File: config.mk
export PLATFORM = sky130hd
export DESIGN_NAME = crash_loop_update_mode_guard_top_flat
export DESIGN_NICKNAME = d
export VERILOG_FILES = /design/src/rtl/clg_pkg.sv /design/src/rtl/clg_if.sv /design/src/rtl/crash_loop_update_mode_guard_top.sv /design/src/flat_wrapper.sv
export VERILOG_INCLUDE_DIRS = /design/src /design/src/rtl
export SDC_FILE = /design/constraint.sdc
export NUM_CORES = 1
export LEC_CHECK = 0
export ABC_AREA = 0
export BUFFER_PORTS_ARGS = -buffer_cell sky130_fd_sc_hd__buf_2
export CAP_MARGIN = 5
export CELL_PAD_IN_SITES_DETAIL_PLACEMENT = 1
export CELL_PAD_IN_SITES_GLOBAL_PLACEMENT = 2
export CORE_ASPECT_RATIO = 0.7
export CORE_MARGIN = 10
export CORE_UTILIZATION = 35
export CTS_BUF_LIST = sky130_fd_sc_hd__clkbuf_8
export DETAILED_ROUTE_END_ITERATION = 8
export GPL_TIMING_DRIVEN = 0
export PLACE_DENSITY = 0.87
export RECOVER_POWER = 50
export SLEW_MARGIN = 30
export SYNTH_ARGS = -nofsm -noshare
export SYNTH_HDL_FRONTEND = slang
export SYNTH_SLANG_ARGS = --single-unit
File: constraint.sdc
create_clock -name clock -period 4.35 [get_ports clock]
set_input_delay 0.435 -clock clock [delete_from_list [all_inputs] [get_ports clock]]
set_output_delay 0.435 -clock clock [all_outputs]
set_load 0.1 [all_outputs]
File: src/rtl/assert_macros.svh
// Assertion macros shared by the boot guard RTL.
`ifndef ASSERT_MACROS_SVH
`define ASSERT_MACROS_SVH
`ifndef SYNTHESIS
// Same-cycle implication, disabled during reset.
`define CLG_ASSERT_IMP(lbl, clk, rst, ante, cons) \
   lbl: assert property (@(posedge clk) disable iff (rst) (ante) |-> (cons)) \
      else $error("boot guard assertion failed");
// Next-cycle implication, disabled during reset.
`define CLG_ASSERT_NXT(lbl, clk, rst, ante, cons) \
   lbl: assert property (@(posedge clk) disable iff (rst) (ante) |=> (cons)) \
      else $error("boot guard assertion failed");
`else
`define CLG_ASSERT_IMP(lbl, clk, rst, ante, cons)
`define CLG_ASSERT_NXT(lbl, clk, rst, ante, cons)
`endif
`endif

File: src/rtl/clg_pkg.sv
// Types and constants of the crash-loop boot guard.
package clg_pkg;

   localparam int COUNT_BITS = 8;
   localparam logic [COUNT_BITS-1:0] COUNT_MAX = {COUNT_BITS{1'b1}};

   localparam int CSR_INDEX_BITS = 2;
   localparam int CSR_DATA_BITS  = 32;

   localparam logic [7:0] THRESHOLD_RESET = 8'd3;

   typedef logic [COUNT_BITS-1:0] count_type;

   // Event codes of a request transaction
   typedef enum logic [2:0] {
      EV_POWER_ON_CLEAR = 3'd0,
      EV_DECIDE         = 3'd1,
      EV_MARK_PENDING   = 3'd2,
      EV_CLEAR_PENDING  = 3'd3,
      EV_WRITE_REQUEST  = 3'd4,
      EV_CACHE_STORE    = 3'd5,
      EV_CACHE_CLEAR    = 3'd6,
      EV_CACHE_MATCH    = 3'd7
   } req_kind_type;

   // Configuration register indexes
   typedef enum logic [CSR_INDEX_BITS-1:0] {
      CSR_FAILURE_THRESHOLD = 2'd0,
      CSR_UPDATE_MAGIC      = 2'd1,
      CSR_CACHE_MASK        = 2'd2
   } csr_index_type;

   typedef struct packed {
      logic [2:0]  req_type;
      logic        power_on_reset;
      logic        software_reset;
      logic        watchdog_reset;
      logic        image_valid;
      logic [31:0] image_crc;
      logic [31:0] request_value;
   } req_payload_type;

   typedef struct packed {
      logic       enter_update_mode;
      logic       cache_hit;
      logic [7:0] failure_count_now;
      logic       force_update_now;
      logic       boot_pending_now;
   } rsp_payload_type;

endpackage

File: src/rtl/clg_if.sv
// Request and response channel interfaces of the boot guard.
interface clg_req_if;
   logic        valid;
   logic        ready;
   logic [2:0]  req_type;
   logic        power_on_reset;
   logic        software_reset;
   logic        watchdog_reset;
   logic        image_valid;
   logic [31:0] image_crc;
   logic [31:0] request_value;

   modport source (output valid, output req_type, output power_on_reset,
                   output software_reset, output watchdog_reset, output image_valid,
                   output image_crc, output request_value, input ready);
   modport sink (input valid, input req_type, input power_on_reset,
                 input software_reset, input watchdog_reset, input image_valid,
                 input image_crc, input request_value, output ready);
endinterface

interface clg_rsp_if;
   logic       valid;
   logic       ready;
   logic       enter_update_mode;
   logic       cache_hit;
   logic [7:0] failure_count_now;
   logic       force_update_now;
   logic       boot_pending_now;

   modport source (output valid, output enter_update_mode, output cache_hit,
                   output failure_count_now, output force_update_now,
                   output boot_pending_now, input ready);
   modport sink (input valid, input enter_update_mode, input cache_hit,
                 input failure_count_now, input force_update_now,
                 input boot_pending_now, output ready);
endinterface

File: src/rtl/crash_loop_update_mode_guard_top.sv
// Top level of the crash-loop boot guard: event pipeline and retained state.
//
//   channel   direction  handshake      payload
//   req_chan  in         valid/ready    event type, reset cause flags, image crc, request
//   rsp_chan  out        valid/ready    enter/hit flags, count, force and pending flags
//   csr_*     in         write enable   index (2 bits), data (32 bits)
//
// One event per cycle while the response channel does not stall: an event is registered
// on acceptance, and when it leaves the input register its state update is applied
// and its response registered. The retained state loop closes through that update.
// Reset is synchronous and restores all retained state and configuration.
// A stalled response holds the pipe; the input register still frees when it advances.
`include "assert_macros.svh"

module crash_loop_update_mode_guard_top
   import clg_pkg::*;
(
   input  logic                      clock,
   input  logic                      reset,
   clg_req_if.sink                   req_chan,
   clg_rsp_if.source                 rsp_chan,
   input  logic                      csr_wr_en,
   input  logic [CSR_INDEX_BITS-1:0] csr_index,
   input  logic [CSR_DATA_BITS-1:0]  csr_wr_data
);

   // Configuration registers
   logic [7:0]  threshold_ff;
   logic [31:0] magic_ff;
   logic [31:0] mask_ff;

   // Retained state
   logic [31:0] request_word_ff, request_word_in;
   logic        boot_pending_ff, boot_pending_in;
   logic        force_update_ff, force_update_in;
   count_type   failure_count_ff, failure_count_in;
   logic [31:0] bad_crc_ff, bad_crc_in;
   logic [31:0] auth_cache_ff, auth_cache_in;

   // Pipeline registers
   logic            s1_valid_ff;
   req_payload_type s1_ff;
   logic            rsp_valid_ff;
   rsp_payload_type rsp_ff, rsp_in;

   logic out_free;
   logic s1_fire;
   logic req_fire;

   assign out_free      = !rsp_valid_ff || rsp_chan.ready;
   assign s1_fire       = s1_valid_ff && out_free;
   assign req_chan.ready = !s1_valid_ff || out_free;
   assign req_fire      = req_chan.valid && req_chan.ready;

   // Write configuration registers
   always_ff @(posedge clock) begin
      if (reset) begin
         threshold_ff <= THRESHOLD_RESET;
         magic_ff     <= '0;
         mask_ff      <= '0;
      end else if (csr_wr_en) begin
         unique case (csr_index_type'(csr_index))
            CSR_FAILURE_THRESHOLD: threshold_ff <= csr_wr_data[7:0];
            CSR_UPDATE_MAGIC:      magic_ff     <= csr_wr_data;
            CSR_CACHE_MASK:        mask_ff      <= csr_wr_data;
            default: ;
         endcase
      end
   end

   // Capture an accepted transaction
   always_ff @(posedge clock) begin
      if (reset) begin
         s1_valid_ff <= 1'b0;
      end else if (req_chan.ready) begin
         s1_valid_ff <= req_chan.valid;
      end
   end

   always_ff @(posedge clock) begin
      if (reset) begin
         s1_ff <= '0;
      end else if (req_fire) begin
         s1_ff.req_type       <= req_chan.req_type;
         s1_ff.power_on_reset <= req_chan.power_on_reset;
         s1_ff.software_reset <= req_chan.software_reset;
         s1_ff.watchdog_reset <= req_chan.watchdog_reset;
         s1_ff.image_valid    <= req_chan.image_valid;
         s1_ff.image_crc      <= req_chan.image_crc;
         s1_ff.request_value  <= req_chan.request_value;
      end
   end

   // Apply the event to the retained state and form the response
   always_comb begin
      logic enter;
      logic hit;
      enter            = 1'b0;
      hit              = 1'b0;
      request_word_in  = request_word_ff;
      boot_pending_in  = boot_pending_ff;
      force_update_in  = force_update_ff;
      failure_count_in = failure_count_ff;
      bad_crc_in       = bad_crc_ff;
      auth_cache_in    = auth_cache_ff;

      unique case (req_kind_type'(s1_ff.req_type))
         EV_POWER_ON_CLEAR: begin
            if (s1_ff.power_on_reset) begin
               request_word_in  = '0;
               boot_pending_in  = 1'b0;
               force_update_in  = 1'b0;
               failure_count_in = '0;
               bad_crc_in       = '0;
               auth_cache_in    = '0;
            end
         end
         EV_DECIDE: begin
            if (s1_ff.software_reset && request_word_ff == magic_ff) begin
               // grant the requested update and drop all crash history
               request_word_in  = '0;
               boot_pending_in  = 1'b0;
               force_update_in  = 1'b0;
               failure_count_in = '0;
               bad_crc_in       = '0;
               enter            = 1'b1;
            end else begin
               // count a watchdog reset during a pending boot, saturating
               if (s1_ff.watchdog_reset && boot_pending_ff &&
                   failure_count_ff != COUNT_MAX) begin
                  failure_count_in = failure_count_ff + count_type'(1);
               end
               // release a forced update once a different valid image appears
               if (force_update_ff) begin
                  if (s1_ff.image_valid && bad_crc_ff != '0 &&
                      s1_ff.image_crc != bad_crc_ff) begin
                     force_update_in  = 1'b0;
                     boot_pending_in  = 1'b0;
                     failure_count_in = '0;
                     bad_crc_in       = '0;
                  end else begin
                     enter = 1'b1;
                  end
               end
               // force update once the threshold is reached
               if (!enter && boot_pending_in &&
                   8'(failure_count_in) >= threshold_ff) begin
                  force_update_in = 1'b1;
                  boot_pending_in = 1'b0;
                  if (bad_crc_in == '0 && s1_ff.image_valid) begin
                     bad_crc_in = s1_ff.image_crc;
                  end
                  enter = 1'b1;
               end
            end
         end
         EV_MARK_PENDING:  boot_pending_in = 1'b1;
         EV_CLEAR_PENDING: boot_pending_in = 1'b0;
         EV_WRITE_REQUEST: request_word_in = s1_ff.request_value;
         EV_CACHE_STORE:   auth_cache_in   = s1_ff.image_crc ^ mask_ff;
         EV_CACHE_CLEAR:   auth_cache_in   = '0;
         EV_CACHE_MATCH: begin
            hit = auth_cache_ff != '0 && (auth_cache_ff ^ mask_ff) == s1_ff.image_crc;
         end
      endcase

      rsp_in.enter_update_mode = enter;
      rsp_in.cache_hit         = hit;
      rsp_in.failure_count_now = 8'(failure_count_in);
      rsp_in.force_update_now  = force_update_in;
      rsp_in.boot_pending_now  = boot_pending_in;
   end

   // Advance retained state when the event leaves the input register
   always_ff @(posedge clock) begin
      if (reset) begin
         request_word_ff  <= '0;
         boot_pending_ff  <= 1'b0;
         force_update_ff  <= 1'b0;
         failure_count_ff <= '0;
         bad_crc_ff       <= '0;
         auth_cache_ff    <= '0;
      end else if (s1_fire) begin
         request_word_ff  <= request_word_in;
         boot_pending_ff  <= boot_pending_in;
         force_update_ff  <= force_update_in;
         failure_count_ff <= failure_count_in;
         bad_crc_ff       <= bad_crc_in;
         auth_cache_ff    <= auth_cache_in;
      end
   end

   // Hold the response until taken
   always_ff @(posedge clock) begin
      if (reset) begin
         rsp_valid_ff <= 1'b0;
      end else if (out_free) begin
         rsp_valid_ff <= s1_valid_ff;
      end
   end

   always_ff @(posedge clock) begin
      if (s1_fire) begin
         rsp_ff <= rsp_in;
      end
   end

   assign rsp_chan.valid             = rsp_valid_ff;
   assign rsp_chan.enter_update_mode = rsp_ff.enter_update_mode;
   assign rsp_chan.cache_hit         = rsp_ff.cache_hit;
   assign rsp_chan.failure_count_now = rsp_ff.failure_count_now;
   assign rsp_chan.force_update_now  = rsp_ff.force_update_now;
   assign rsp_chan.boot_pending_now  = rsp_ff.boot_pending_now;

   // An event leaving the input register always shows up as a response
   `CLG_ASSERT_NXT(a_s1_to_rsp, clock, reset, s1_fire, rsp_valid_ff)
   // A decision and a cache match never report together
   `CLG_ASSERT_IMP(a_one_result, clock, reset, rsp_valid_ff,
                   !(rsp_ff.enter_update_mode && rsp_ff.cache_hit))
   // An update entered without force comes from a granted request: history cleared
   `CLG_ASSERT_IMP(a_grant_clears, clock, reset,
                   rsp_valid_ff && rsp_ff.enter_update_mode && !rsp_ff.force_update_now,
                   rsp_ff.failure_count_now == 8'd0 && !rsp_ff.boot_pending_now)

endmodule
File: src/flat_wrapper.sv
// flat-port wrapper written by rule: the top's interface ports become plain ports
module crash_loop_update_mode_guard_top_flat import clg_pkg::*;
  (clock, reset, csr_wr_en, csr_index, csr_wr_data, req_chan_valid, req_chan_req_type, req_chan_power_on_reset, req_chan_software_reset, req_chan_watchdog_reset, req_chan_image_valid, req_chan_image_crc, req_chan_request_value, req_chan_ready, rsp_chan_valid, rsp_chan_enter_update_mode, rsp_chan_cache_hit, rsp_chan_failure_count_now, rsp_chan_force_update_now, rsp_chan_boot_pending_now, rsp_chan_ready);
  clg_req_if req_chan_i ();
  clg_rsp_if rsp_chan_i ();
  input  logic clock;
  input  logic reset;
  input  logic csr_wr_en;
  input  logic [CSR_INDEX_BITS-1:0] csr_index;
  input  logic [CSR_DATA_BITS-1:0] csr_wr_data;
  input wire logic [$bits(req_chan_i.valid)-1:0] req_chan_valid;
  input wire logic [$bits(req_chan_i.req_type)-1:0] req_chan_req_type;
  input wire logic [$bits(req_chan_i.power_on_reset)-1:0] req_chan_power_on_reset;
  input wire logic [$bits(req_chan_i.software_reset)-1:0] req_chan_software_reset;
  input wire logic [$bits(req_chan_i.watchdog_reset)-1:0] req_chan_watchdog_reset;
  input wire logic [$bits(req_chan_i.image_valid)-1:0] req_chan_image_valid;
  input wire logic [$bits(req_chan_i.image_crc)-1:0] req_chan_image_crc;
  input wire logic [$bits(req_chan_i.request_value)-1:0] req_chan_request_value;
  output wire logic [$bits(req_chan_i.ready)-1:0] req_chan_ready;
  output wire logic [$bits(rsp_chan_i.valid)-1:0] rsp_chan_valid;
  output wire logic [$bits(rsp_chan_i.enter_update_mode)-1:0] rsp_chan_enter_update_mode;
  output wire logic [$bits(rsp_chan_i.cache_hit)-1:0] rsp_chan_cache_hit;
  output wire logic [$bits(rsp_chan_i.failure_count_now)-1:0] rsp_chan_failure_count_now;
  output wire logic [$bits(rsp_chan_i.force_update_now)-1:0] rsp_chan_force_update_now;
  output wire logic [$bits(rsp_chan_i.boot_pending_now)-1:0] rsp_chan_boot_pending_now;
  input wire logic [$bits(rsp_chan_i.ready)-1:0] rsp_chan_ready;
  assign req_chan_i.valid = req_chan_valid;
  assign req_chan_i.req_type = req_chan_req_type;
  assign req_chan_i.power_on_reset = req_chan_power_on_reset;
  assign req_chan_i.software_reset = req_chan_software_reset;
  assign req_chan_i.watchdog_reset = req_chan_watchdog_reset;
  assign req_chan_i.image_valid = req_chan_image_valid;
  assign req_chan_i.image_crc = req_chan_image_crc;
  assign req_chan_i.request_value = req_chan_request_value;
  assign req_chan_ready = req_chan_i.ready;
  assign rsp_chan_valid = rsp_chan_i.valid;
  assign rsp_chan_enter_update_mode = rsp_chan_i.enter_update_mode;
  assign rsp_chan_cache_hit = rsp_chan_i.cache_hit;
  assign rsp_chan_failure_count_now = rsp_chan_i.failure_count_now;
  assign rsp_chan_force_update_now = rsp_chan_i.force_update_now;
  assign rsp_chan_boot_pending_now = rsp_chan_i.boot_pending_now;
  assign rsp_chan_i.ready = rsp_chan_ready;
  crash_loop_update_mode_guard_top u_core (.clock(clock), .reset(reset), .req_chan(req_chan_i), .rsp_chan(rsp_chan_i), .csr_wr_en(csr_wr_en), .csr_index(csr_index), .csr_wr_data(csr_wr_data));
endmodule
# Yosys cells after proc, flatten, opt, wreduce, memory -nomap -nowiden
# Index checks and enable logic that the tools add are counted.
[op_classes]
add_sub_neg = 1
n_lt_le_gt_ge = 1
eq_ne = 15
n_mux = 38
bitwise_logic = 2
reduce_logical = 30
[ops]
columns = ["cell", "n"]
rows = [
  ["$mux 32", 9],
  ["$pmux 32 s3", 2],
  ["$eq 32x32->1", 2],
  ["$pmux 32 s2", 1],
  ["$reduce_bool 32->1", 2],
  ["$xor 32x32->32", 2],
  ["$mux 8", 7],
  ["$logic_not 32->1", 1],
  ["$ne 32x32->1", 1],
  ["$mux 1", 16],
  ["$pmux 8 s2", 1],
  ["$eq 3x3->1 const B", 4],
  ["$logic_and 1x1->1", 11],
  ["$add 8x1->8 const B", 1],
  ["$ge 8x8->1", 1],
  ["$ne 8x8->1 const B", 1],
  ["$eq 3x2->1 const B", 2],
  ["$reduce_and 2->1", 3],
  ["$reduce_and 3->1", 2],
  ["$reduce_bool 3->1", 2],
  ["$ne 2x1->1 const B", 2],
  ["$pmux 1 s4", 1],
  ["$reduce_and 4->1", 1],
  ["$eq 3x1->1 const B", 1],
  ["8 further kinds", 11],
]
[word_totals]
ff_bits = 263
input_bits = 110
out_inout_bits = 14
word_cells = 110

# Logic depth before layout (Yosys ltp)
[depth]
depth_word = 13
mapped_depth = 16
ltp_nobuf = 14

# Least setup slack after synthesis
# OpenSTA, ideal clock, no wires.
[synth_timing]
path_type = "register -> register"
from = "reg u_core.failure_count_ff[3]"
to = "reg u_core.bad_crc_ff[10]"
setup_ns = 0.117
arrival_ns = 3.233
slack_ns = 1.001
path_stages_with_launch = 16
path_buffers = 3
period_less_slack_ns = 3.349
cell_sequence = "dfxtp_1 clkbuf_1 nand4_1 o2111ai_1 nor2_1 xnor2_1 nor2_1 ha_1 a21o_1 a211oi_1 a31oi_1 and2_1 and4_1 clkbuf_1 clkbuf_1 a22o_1"
[synth_via]
elab_chain_cells = 12
elab_cells_between_ends = 13
cone_classes = "add/sub: 1; order compare: 1; eq/ne: 1; mux: 8; reduce/logical: 2"
[synth_lines]
columns = ["item", "line", "rtl"]
rows = [
  ["start: declaration", "crash_loop_update_mode_guard_top.sv:36", "count_type failure_count_ff, failure_count_in;"],
  ["start signal: assignment", "crash_loop_update_mode_guard_top.sv:187", "failure_count_ff <= failure_count_in;"],
  ["branches (longest 2 deep; another with $add 8x1->8)", "--", ""],
  ["$mux 8 *", "crash_loop_update_mode_guard_top.sv:129", "if (s1_ff.watchdog_reset && boot_pending_ff &&"],
  ["$mux 8", "crash_loop_update_mode_guard_top.sv:135", "if (s1_ff.image_valid && bad_crc_ff != '0 &&"],
  ["$mux 8 *", "crash_loop_update_mode_guard_top.sv:134", "if (force_update_ff) begin"],
  ["$mux 8 *", "crash_loop_update_mode_guard_top.sv:119", "if (s1_ff.software_reset && request_word_ff == magic_ff) begin"],
  ["$mux 8 *", "crash_loop_update_mode_guard_top.sv:107", "unique case (req_kind_type'(s1_ff.req_type))"],
  ["$ge 8x8->1 *", "crash_loop_update_mode_guard_top.sv:147", "8'(failure_count_in) >= threshold_ff) begin"],
  ["$logic_and 1x1->1 *", "crash_loop_update_mode_guard_top.sv:146", "if (!enter && boot_pending_in &&"],
  ["$mux 32 *", "crash_loop_update_mode_guard_top.sv:146", ""],
  ["$mux 32 *", "crash_loop_update_mode_guard_top.sv:119", ""],
  ["$pmux 32 s2 *", "crash_loop_update_mode_guard_top.sv:107", ""],
  ["end signal: assignment", "crash_loop_update_mode_guard_top.sv:188", "bad_crc_ff <= bad_crc_in;"],
  ["end: declaration", "crash_loop_update_mode_guard_top.sv:37", "logic [31:0] bad_crc_ff, bad_crc_in;"],
]
# Every way passes the cells marked *. The select of a mux whose other input is x is not followed.
# A chain may end at the register's enable or synchronous reset.

# Final worst setup path
[layout_timing]
from = "reg u_core.failure_count_ff[3]"
to = "reg u_core.bad_crc_ff[19]"
# Same word-level chain as after synthesis.

==> flow_metrics.env <==
export IMPL_first_iter_violations=745
export IMPL_grtUsageTotal=0.192
export IMPL_tns_ns=0
export IMPL_fp_dieH_um=170
export IMPL_critPathMaxFanout=10
export IMPL_fp_dieW_um=235
export IMPL_clk_latency_ns=0.59
export IMPL_worstSetupPathType="flip-flop to flip-flop"
export IMPL_coreArea_sq_um=31500
export IMPL_max_freq_mhz=242
export IMPL_synth_area_sq_um=11300
export IMPL_worstMarginPinSlew_ns=1.18
export IMPL_ys_seq_elements=263
export IMPL_grt_pass1_wl_mm=60.9
export IMPL_yosys_top_cells_count="387 x nand2_1, 251 x dfxtp_1, 186 x a21oi_1"
export IMPL_fin_util=0.420
export IMPL_ys_seq_area_frac=0.476
export IMPL_antenna_found_initial=0
export IMPL_synth_fp_nets=1473
export IMPL_relSlewSlack=0.214
export IMPL_fp_dieArea_sq_um=40000
export IMPL_p_sw_frac=0.284
export IMPL_drc=0
export IMPL_seqPwrFrac=0.504
export IMPL_arrival_ns=4.60
export IMPL_grt_pass1_vias=10661
export IMPL_async_flop_share=0
export IMPL_grt_overflow_total=0
export IMPL_clkPwrFrac=0.397
export IMPL_vias=10185
export IMPL_wl_per_cell_um=20.0
export IMPL_required_ns=4.81
export IMPL_p_sw_mw=1.44
export IMPL_synth_cell_types=55
export IMPL_synth_area_leaders="dfxtp_1 44%, nand2_1 13%, a21oi_1 8.2%, xor2_1 5.5%, xnor2_1 4.6%"
export IMPL_ys_warn_count=0
export IMPL_synth_edf_count=12
export IMPL_internal_power_mw=3.62
export IMPL_cts_tree="yes"
export IMPL_drt_pre_antenna_iters=6
export IMPL_routed_via_density=5.17
export IMPL_end_kind="flip-flop"
export IMPL_leakagePower_nw=5.15
export IMPL_timing_hold_ws_ns=0.0808
export IMPL_yosysTopAreaCell="dfxtp_1"
export IMPL_syn_to_final_growth_pct=17.0
export IMPL_gp_congestion=0.913
export IMPL_cts_sinks=263
export IMPL_root_buffer="clkbuf_8"
export IMPL_p_per_area_nw_per_um2=383
export IMPL_placed_cell_area_sq_um=12500
export IMPL_drive_gt1_frac=0.118
export IMPL_critPathLaunchType="flip-flop"
export IMPL_wirelength_mm=39.4
export IMPL_maxCapViolCount=0
export IMPL_synth_ff_type="dfxtp_1"
export IMPL_num_antenna_cells=0
export IMPL_fin_crit_sh=0.951
export IMPL_vdd_ir_drop_max_mv=0.199
export IMPL_fin_total_pwr_mw=5.06
export IMPL_grt_start_max_net_pins=22
export IMPL_synth_top_area_frac=0.444
export IMPL_final_area_sq_um=13200
export IMPL_final_min_clock_period_ns=4.14
export IMPL_cts_hold_buffers=0
export IMPL_fp_row_count=54
export IMPL_io_pins=124
export IMPL_finalHoldViolCount=0
export IMPL_min_path_type="input pin to flip-flop"
export IMPL_clockBufferDepth=3
export IMPL_h_tree_depth=2
export IMPL_slew_violations=0
export IMPL_antenna_left=0
export IMPL_syn_inst=1354
export IMPL_fin_nets=1640
export IMPL_cts_buffers=42
export IMPL_setup_violations=0
export IMPL_outcome="complete, no violations"
export IMPL_combinationalPowerShare=0.098
export IMPL_initial_utilization=0.359
export IMPL_dp_hpwl_mm=30.2
export IMPL_syn_avg_cell_area_sq_um=8.35
export IMPL_synth_most_common_cell="nand2_1"
export IMPL_clk_pin_slew_ns=0.07
export IMPL_io_buffers=122
export IMPL_fin_skew_ns=0.0247
## sequential cells by signal (all words and copies together) (netlist names), 8 cells and up
| register | cells |
|---|---|
| u_core.threshold_ff | 8 |
| u_core.request_word_ff | 32 |
| u_core.bad_crc_ff | 32 |
| u_core.s1_ff | 71 |
| u_core.magic_ff | 32 |
| u_core.rsp_chan.failure_count_now | 8 |
| u_core.failure_count_ff | 8 |
| u_core.auth_cache_ff | 32 |
| u_core.mask_ff | 32 |
## power groups by stage
stage	registers [mW]	clock network [mW]	logic [mW]
floorplan	2.62	0	0.262
global placement	2.60	0	0.480
detailed placement	2.61	0	0.489
CTS	2.55	2.06	0.492
global route	2.56	2.18	0.544
finish	2.55	2.01	0.498
## layer usage
layer / part of all wire / global-route usage
met1: 0.49 / 0.268
met2: 0.43 / 0.299
met3: 0.060 / 0.0378
met4: 0.014 / 0.0411
met5: 0 / 0
## kinds of logic after synthesis
kind of cell | count (synthesis) | synth area share
and+or+nand+nor | 546 | 0.206
AOI/OAI and AO/OA | 266 | 0.140
muxes | 34 | 0.0301
DFF | 263 | 0.476
adders and majority gates | 9 | 0.00996
buffers and inverters | 106 | 0.0365
xor gates and xnor gates | 130 | 0.101
## area by class of cell
| type | instances | area, sq um |
|---|---|---|
| Fill cell | 3896 | 18300 |
| Multi-Input combinational cell | 985 | 5540 |
| Sequential cell | 263 | 5390 |
| Clock buffer | 46 | 633 |
| Timing Repair Buffer | 123 | 599 |
| Tap cell | 420 | 526 |
| Buffer | 84 | 335 |
| Clock inverter | 27 | 126 |
| Inverter | 22 | 82.6 |
## critical path, stage by stage (launching register included)
cell       delay [ns]
dfxtp_1          0.31
clkbuf_1         0.39
nand4_1          0.29
o2111ai_2        0.47
nor2_1           0.10
xnor2_1          0.14
nor2_1           0.25
ha_1             0.32
a21o_1           0.19
a211oi_1         0.24
a31oi_1          0.19
and2_1           0.22
and4_1           0.23
clkbuf_1         0.20
clkbuf_2         0.25
a22o_1           0.22
## through the flow
step	setup slack (ns)	std cells
2_1_floorplan	1.00	1354
3_3_place_gp	0.0736	1896
3_5_place_dp	0.0338	1896
4_1_cts	0.00927	1969
5_1_grt	-0.0603	1970
6_report	0.213	1970
## repair_timing
action,CTS,global route
pin swaps,0,1
hold endpoints to repair,0,0
setup buffers,0,1
setup endpoints to repair,4,30
resized for setup,2,5
## placed cells by master, fill, tap and decap left out, types with 38 or more instances in the layout
master	n
nand2_1	387
dfxtp_1	251
a21oi_1	186
buf_2	113
clkbuf_1	86
xor2_1	71
xnor2_1	59
clkbuf_8	46
nor2_1	39
inv_1	38
## path summary, 6_finish.rpt
check	start	endpoint	slack, ns	depth (start not counted)
setup / recovery	u_core.failure_count_ff[3]	u_core.bad_crc_ff[19]	0.21	15
hold / removal	req_chan_request_value[2]	u_core.s1_ff[2]	0.08	3
setup reg to reg	u_core.failure_count_ff[3]	u_core.bad_crc_ff[19]	0.21	15
hold reg to reg	u_core.s1_ff[12]	u_core.s1_ff[12]	0.46	2
Power figures use the tool's default switching activity.
